[src/rtl/core/tcg_pkg.sv]
// ----------------------------------------------------------------------------
// tcg_pkg
// Codes, constants, glyph tables and result type of the typewriter code to
// glyph translator with carriage tracking.
// ----------------------------------------------------------------------------
package tcg_pkg;

   localparam int CODE_W  = 6;
   localparam int COL_W   = 8;
   localparam int GLYPH_W = 8;

   localparam int TAB_PITCH = 8;

   localparam logic [CODE_W-1:0] CODE_COLOR = 6'o20;
   localparam logic [CODE_W-1:0] CODE_BS    = 6'o43;
   localparam logic [CODE_W-1:0] CODE_TAB   = 6'o45;
   localparam logic [CODE_W-1:0] CODE_CR    = 6'o51;
   localparam logic [CODE_W-1:0] CODE_STOP  = 6'o61;
   localparam logic [CODE_W-1:0] CODE_UPPER = 6'o71;
   localparam logic [CODE_W-1:0] CODE_LOWER = 6'o75;
   localparam logic [CODE_W-1:0] CODE_DEL   = 6'o77;

   localparam logic [COL_W-1:0] WIDTH_RESET = 8'd80;
   localparam logic [COL_W-1:0] COL_MAX     = 8'd255;

   localparam logic [GLYPH_W-1:0] GLYPH_LOWER [64] = '{
      8'h00, 8'h00, 8'h65, 8'h38, 8'h00, 8'h7C, 8'h61, 8'h33,
      8'h20, 8'h3D, 8'h73, 8'h34, 8'h69, 8'h2B, 8'h75, 8'h32,
      8'h00, 8'h2E, 8'h64, 8'h35, 8'h72, 8'h31, 8'h6A, 8'h37,
      8'h6E, 8'h2C, 8'h66, 8'h36, 8'h63, 8'h2D, 8'h6B, 8'h00,
      8'h74, 8'h00, 8'h7A, 8'h00, 8'h6C, 8'h00, 8'h77, 8'h00,
      8'h68, 8'h00, 8'h79, 8'h00, 8'h70, 8'h00, 8'h71, 8'h00,
      8'h6F, 8'h00, 8'h62, 8'h00, 8'h67, 8'h00, 8'h39, 8'h00,
      8'h6D, 8'h00, 8'h78, 8'h00, 8'h76, 8'h00, 8'h30, 8'h00
   };

   localparam logic [GLYPH_W-1:0] GLYPH_UPPER [64] = '{
      8'h00, 8'h00, 8'h45, 8'h88, 8'h00, 8'h5F, 8'h41, 8'h83,
      8'h20, 8'h3A, 8'h53, 8'h84, 8'h49, 8'h2F, 8'h55, 8'h82,
      8'h00, 8'h29, 8'h44, 8'h85, 8'h52, 8'h81, 8'h4A, 8'h87,
      8'h4E, 8'h28, 8'h46, 8'h86, 8'h43, 8'h8A, 8'h4B, 8'h00,
      8'h54, 8'h00, 8'h5A, 8'h00, 8'h4C, 8'h00, 8'h57, 8'h00,
      8'h48, 8'h00, 8'h59, 8'h00, 8'h50, 8'h00, 8'h51, 8'h00,
      8'h4F, 8'h00, 8'h42, 8'h00, 8'h47, 8'h00, 8'h89, 8'h00,
      8'h4D, 8'h00, 8'h58, 8'h00, 8'h56, 8'h00, 8'h80, 8'h00
   };

   typedef struct packed {
      logic               glyph_valid;
      logic [GLYPH_W-1:0] glyph;
      logic [COL_W-1:0]   glyph_column;
      logic               line_feed;
   } rsp_type;

   function automatic logic [GLYPH_W-1:0] glyph_lookup(input logic upper,
                                                       input logic [CODE_W-1:0] code);
      logic [GLYPH_W-1:0] g;
      g = upper ? GLYPH_UPPER[code] : GLYPH_LOWER[code];
      return g;
   endfunction

endpackage

[src/rtl/core/typewriter_code_to_glyph_carriage.sv]
// ----------------------------------------------------------------------------
// typewriter_code_to_glyph_carriage
// Translates six-bit typewriter codes to glyphs, tracking carriage column
// and case; control codes move the carriage, set case or feed a line.
// ----------------------------------------------------------------------------
//  channel | direction | ports                                   | handshake
//  req     | in        | req_code                                | req_valid/req_ready
//  rsp     | out       | rsp_glyph_valid, rsp_glyph,             | rsp_valid/rsp_ready
//          |           | rsp_glyph_column, rsp_line_feed         |
//  csr     | in        | csr_line_width                          | csr_valid/csr_ready
//
//  One code per cycle while req_ready is high; every transfer yields a registered result.
//  Column and case update in the transfer cycle, so codes chain back to back.
//  A two-entry output (result register plus skid register) keeps req_ready
//  high while only the result register is stalled; it drops only when both are full.
//  Synchronous reset: column 0, lower case, line width 80, output empty.
// ----------------------------------------------------------------------------
module typewriter_code_to_glyph_carriage (
   input  logic                         clock,
   input  logic                         reset,

   input  logic                         req_valid,
   output logic                         req_ready,
   input  logic [tcg_pkg::CODE_W-1:0]   req_code,

   output logic                         rsp_valid,
   input  logic                         rsp_ready,
   output logic                         rsp_glyph_valid,
   output logic [tcg_pkg::GLYPH_W-1:0]  rsp_glyph,
   output logic [tcg_pkg::COL_W-1:0]    rsp_glyph_column,
   output logic                         rsp_line_feed,

   input  logic                         csr_valid,
   output logic                         csr_ready,
   input  logic [tcg_pkg::COL_W-1:0]    csr_line_width
);

   logic [tcg_pkg::COL_W-1:0] width_ff;
   logic [tcg_pkg::COL_W-1:0] col_ff, col_in;
   logic                      upper_ff, upper_in;
   tcg_pkg::rsp_type          res_in;
   tcg_pkg::rsp_type          out_ff, skid_ff;
   logic                      out_valid_ff, skid_valid_ff;
   logic                      req_xfer;
   logic [tcg_pkg::COL_W:0]   tab_sum;
   logic [tcg_pkg::COL_W-1:0] print_col;

   assign req_ready = !skid_valid_ff;
   assign csr_ready = 1'b1;
   assign req_xfer  = req_valid && req_ready;

   always_comb begin
      col_in   = col_ff;
      upper_in = upper_ff;
      res_in   = '0;
      tab_sum  = {1'b0, col_ff} + (tcg_pkg::COL_W+1)'(tcg_pkg::TAB_PITCH)
                 - (tcg_pkg::COL_W+1)'(col_ff % tcg_pkg::TAB_PITCH);
      print_col = (col_ff >= width_ff) ? '0 : col_ff;
      unique case (req_code)
         tcg_pkg::CODE_BS: begin
            if (col_ff != '0) col_in = col_ff - 1'b1;
         end
         tcg_pkg::CODE_TAB: begin
            col_in = tab_sum[tcg_pkg::COL_W] ? tcg_pkg::COL_MAX
                                             : tab_sum[tcg_pkg::COL_W-1:0];
         end
         tcg_pkg::CODE_CR: begin
            col_in           = '0;
            res_in.line_feed = 1'b1;
         end
         tcg_pkg::CODE_UPPER: upper_in = 1'b1;
         tcg_pkg::CODE_LOWER: upper_in = 1'b0;
         tcg_pkg::CODE_COLOR, tcg_pkg::CODE_STOP, tcg_pkg::CODE_DEL: begin
         end
         default: begin
            res_in.line_feed    = (col_ff >= width_ff);
            res_in.glyph_valid  = 1'b1;
            res_in.glyph        = tcg_pkg::glyph_lookup(upper_ff, req_code);
            res_in.glyph_column = print_col;
            col_in = (print_col == tcg_pkg::COL_MAX) ? print_col : print_col + 1'b1;
         end
      endcase
   end

   always_ff @(posedge clock) begin
      if (reset) begin
         width_ff      <= tcg_pkg::WIDTH_RESET;
         col_ff        <= '0;
         upper_ff      <= 1'b0;
         out_valid_ff  <= 1'b0;
         skid_valid_ff <= 1'b0;
      end else begin
         if (csr_valid) width_ff <= csr_line_width;
         if (req_xfer) begin
            col_ff   <= col_in;
            upper_ff <= upper_in;
         end
         if (rsp_ready || !out_valid_ff) begin
            if (skid_valid_ff) begin
               out_valid_ff  <= 1'b1;
               skid_valid_ff <= 1'b0;
            end else begin
               out_valid_ff <= req_xfer;
            end
         end else if (req_xfer) begin
            skid_valid_ff <= 1'b1;
         end
      end
   end

   always_ff @(posedge clock) begin
      if (rsp_ready || !out_valid_ff) begin
         if (skid_valid_ff) out_ff <= skid_ff;
         else if (req_xfer) out_ff <= res_in;
      end else if (req_xfer) begin
         skid_ff <= res_in;
      end
   end

   assign rsp_valid        = out_valid_ff;
   assign rsp_glyph_valid  = out_ff.glyph_valid;
   assign rsp_glyph        = out_ff.glyph;
   assign rsp_glyph_column = out_ff.glyph_column;
   assign rsp_line_feed    = out_ff.line_feed;

   a_skid_behind_out: assert property (@(posedge clock) disable iff (reset)
      skid_valid_ff |-> out_valid_ff)
      else $error("skid entry held with empty result register");

   a_stall_fills_skid: assert property (@(posedge clock) disable iff (reset)
      req_xfer && out_valid_ff && !rsp_ready |=> skid_valid_ff)
      else $error("transfer during output stall not captured");

   a_control_blank: assert property (@(posedge clock) disable iff (reset)
      rsp_valid && !rsp_glyph_valid |-> rsp_glyph == '0 && rsp_glyph_column == '0)
      else $error("control code result carries glyph data");

endmodule
[config.mk]
export PLATFORM = sky130hd
export DESIGN_NAME = typewriter_code_to_glyph_carriage
export DESIGN_NICKNAME = d
export VERILOG_FILES = /design/src/rtl/core/tcg_pkg.sv /design/src/rtl/core/typewriter_code_to_glyph_carriage.sv
export SDC_FILE = /design/constraint.sdc
export NUM_CORES = 1
export LEC_CHECK = 0
export ABC_AREA = 1
export ABC_CLOCK_PERIOD_IN_PS = 2500
export BUFFER_PORTS_ARGS = -buffer_cell sky130_fd_sc_hd__buf_2
export CELL_PAD_IN_SITES_DETAIL_PLACEMENT = 0
export CELL_PAD_IN_SITES_GLOBAL_PLACEMENT = 1
export CORE_ASPECT_RATIO = 2
export CORE_UTILIZATION = 40
export DETAILED_ROUTE_END_ITERATION = 7
export PLACE_DENSITY_LB_ADDON = 0.1
export SLEW_MARGIN = 25
export SYNTH_ARGS = -nofsm -noshare
export SYNTH_HDL_FRONTEND = slang
export SYNTH_SLANG_ARGS = --single-unit
[constraint.sdc]
create_clock -name clock -period 2.5 [get_ports clock]
set_input_delay 0.125 -clock clock [delete_from_list [all_inputs] [get_ports clock]]
set_output_delay 0.125 -clock clock [all_outputs]
set_load 0.005 [all_outputs]
==> flow_metrics.py <==
metrics = {
    "detailed_routing": {
        "drc": 0,
        "wl_mm": 12.80,
        "ant_nets": 0,
        "first_iter_violations": 194,
        "wl_per_cell_microns": 17.29,
        "vias_per_cell": 5.353,
        "firstDrtPassIters": 7,
        "num_vias": 3961,
    },
    "pwr": {
        "p_clk_share_pct": 29.6,
        "p_per_area_nw_per_um2": 512.9,
        "p_switching_uw": 801.2,
        "p_total_mw": 2.464,
        "p_seq_share_pct": 43.2,
        "p_sw_share_pct": 32.52,
        "p_comb_share_pct": 27.2,
        "p_leak_nw": 2.151,
        "p_int_mw": 1.662,
        "ir_worst_vdd_v": 0.0002987,
    },
    "finish": {
        "final_common_cell": "nand2_1",
        "postLayoutCellArea_sq_um": 4803,
        "layout.cells.most_common_list": "125 x nand2_1, 55 x inv_1, 54 x nor2_1",
        "n_fill_cell": 1064,
        "final_nets": 650,
        "syn2layout_area_growth_pct": 17.04,
        "antenna_cells": 0,
        "fin_util_pct": 47.94,
        "drive_above_1_share_pct": 21.32,
        "seq_area_sq_um": 1463,
        "multi_input_area_sq_um": 2331,
    },
    "floorplanning": {
        "die_area_sq_um": 10690,
        "row_count": 52,
        "die_width_microns": 73.63,
        "coreArea_sq_um": 10020,
        "die_h_microns": 145.2,
        "ios": 40,
        "initial_core_util_pct": 40.96,
    },
    "clocking": {
        "cts_root_buf": "clkbuf_16",
        "clock_latency_ns": 0.30,
        "cts_setup_buffers": 0,
        "clk_pin_slew_ns": 0.07,
        "cts.path.max_buffers": 2,
        "cts_sinks": 55,
        "cts_max_level": 2,
        "cts-buffers-inserted": 5,
        "cts_tree": "done",
    },
    "timing": {
        "max_freq_ghz": 0.4457,
        "setup_viol": 0,
        "hold_violations": 0,
        "final-max-slew-violation-count": 0,
        "post-route-period-util_pct": 89.75,
        "tightest_slew_ns": 0.6289,
        "skew_ns": 0.007126,
        "period_minus_slack_ns": 2.244,
        "slew_headroom_pct": 57.75,
    },
    "global_routing": {
        "grt_max_degree": 23,
        "grt_pass1_wl_mm": 20.29,
        "track_usage_pct": 25.75,
        "overflow": 0,
        "antenna_found_initial": 0,
        "grt_pass1_vias": 3982,
    },
    "synthesis": {
        "synthArstFlopShare_pct": 0,
        "ys_warn_count": 0,
        "synth_edf_count": 36,
        "synthDistinctLibCells": 51,
        "synth-main-ff-cell": "edfxtp_1",
        "synth-seq-cells": 55,
        "syn-cell-area_sq_um": 4104,
        "synth_nets": 592,
        "synth_seq_area_share_pct": 35.61,
        "netlist_instances": 546,
        "synth_area_per_cell_sq_um": 7.516,
    },
    "placed_design": {
        "dpl_cell_area_sq_um": 4609,
        "finalWeightedCongestion": 0.9278,
        "dpl.hpwl_mm": 10.20,
        "port_buffers": 38,
    },
    "hold_path": {
        "min_path_type": "primary input to register",
    },
    "setup_path": {
        "crit_fanout": 4,
        "arrival_ns": 2.43,
        "cp.required_ns": 2.69,
        "critical_path_class": "register to register",
        "cp-end-kind": "register",
        "startpoint_type": "register",
    },
    "run_status": {
        "status": "finished, final reports clean",
    },
    "run": {
        "drv_cap": 0,
    },
}
==> power groups by stage <==
stage	combinational [mW]	clock, mW	sequential [mW]
after global placement	0.654	0	1.08
after floorplan	0.410	0	1.09
final	0.669	0.730	1.06
after global routing	0.750	0.774	1.07
after detailed placement	0.656	0	1.08
after CTS	0.659	0.751	1.06
==> cell families (layout without fill, tap and decap cells) <==
group           count (synthesis)  count (layout)  synth area share (%)
simple gates                  258             258                 30.06
compound gates                117             117                 16.46
buf+inv                        84             143                 8.689
flops                          55              55                 35.61
fa+ha+maj                      27              27                 8.232
xor+xnor                        4               4                0.8538
other cells                     1               1               0.09138
==> worst max-delay path, stage by stage, from the launching register on <==
cell	delay [ns]
dfxtp_2	0.34
inv_1	0.05
ha_1	0.28
o21ai_1	0.13
nand2_1	0.06
nand2_1	0.05
nand2_1	0.05
nand2_2	0.08
nand2_4	0.08
nor2_4	0.09
ha_2	0.19
nand2_1	0.09
nor2_4	0.12
buf_4	0.15
nand3_1	0.07
o211ai_1	0.20
a21oi_1	0.08
==> cell type report <==
| type | count | area share (%) |
|---|---|---|
| well taps | 135 | 3.517 |
| clock buffers | 5 | 2.605 |
| multi-input cells | 407 | 48.53 |
| clock inverters | 3 | 0.5731 |
| repair buffers | 68 | 8.909 |
| inverters | 67 | 5.418 |
| flip-flops and latches | 55 | 30.45 |
==> worst paths after layout <==
path                startpoint          end  slack, ns  depth (start not counted)
max                  col_ff[0]    col_ff[6]       0.26                         16
min          csr_line_width[6]  width_ff[6]       0.04                          3
min reg2reg        width_ff[1]  width_ff[1]       0.47                          2
max reg2reg          col_ff[0]    col_ff[6]       0.26                         16
==> repair_timing <==
action	4_1_cts	5_1_grt
hold buffers	0	0
gates resized for setup	0	12
endpoints found under the setup margin	0	8
==> Yosys cell counts, drive strengths merged (6+ instances only) <==
cell type  count  area, sq um
a21oi         36        180.2
nand3         27        145.1
nand2        134        540.5
buf           11        73.81
nand4          8        62.56
dfxtp         19        380.4
nor3          16        131.4
clkbuf         6        22.52
inv           63        244.0
nor2          68        314.0
ha            27        337.8
o21ai         56        280.3
edfxtp        36         1081
==> stage by stage <==
stage / setup TNS [ns] / hold slack (ns) / std cells / worst slack, ns
2_1_floorplan: 0 / 0.1941 / 546 / 0.08915
3_3_place_gp: 0 / 0.3421 / 732 / 0.1118
3_5_place_dp: 0 / 0.3533 / 732 / 0.06038
4_1_cts: 0 / 0.04341 / 740 / 0.05826
5_1_grt: -0.003944 / 0.06047 / 740 / -0.003944
6_report: 0 / 0.04312 / 740 / 0.2563
==> registers in the layout (all words and copies together), names as in the netlist <==
register / flops
skid_valid_ff: 1
width_ff: 8
rsp_glyph_column: 8
upper_ff: 1
skid_ff: 18
rsp_line_feed: 1
rsp_glyph: 8
col_ff: 8
rsp_glyph_valid: 1
rsp_valid: 1
==> per-layer routing <==
metal | track usage (%) | vias up | share of wire (%)
met5 | 0 | - | 0
met2 | 49.59 | 115 | 57
met4 | 16.54 | 0 | 6.9
met3 | 2.639 | 48 | 2.5
met1 | 23.86 | 1843 | 33
li1 | - | 1955 | -
No activity file was read; power rests on OpenSTA's default activity.
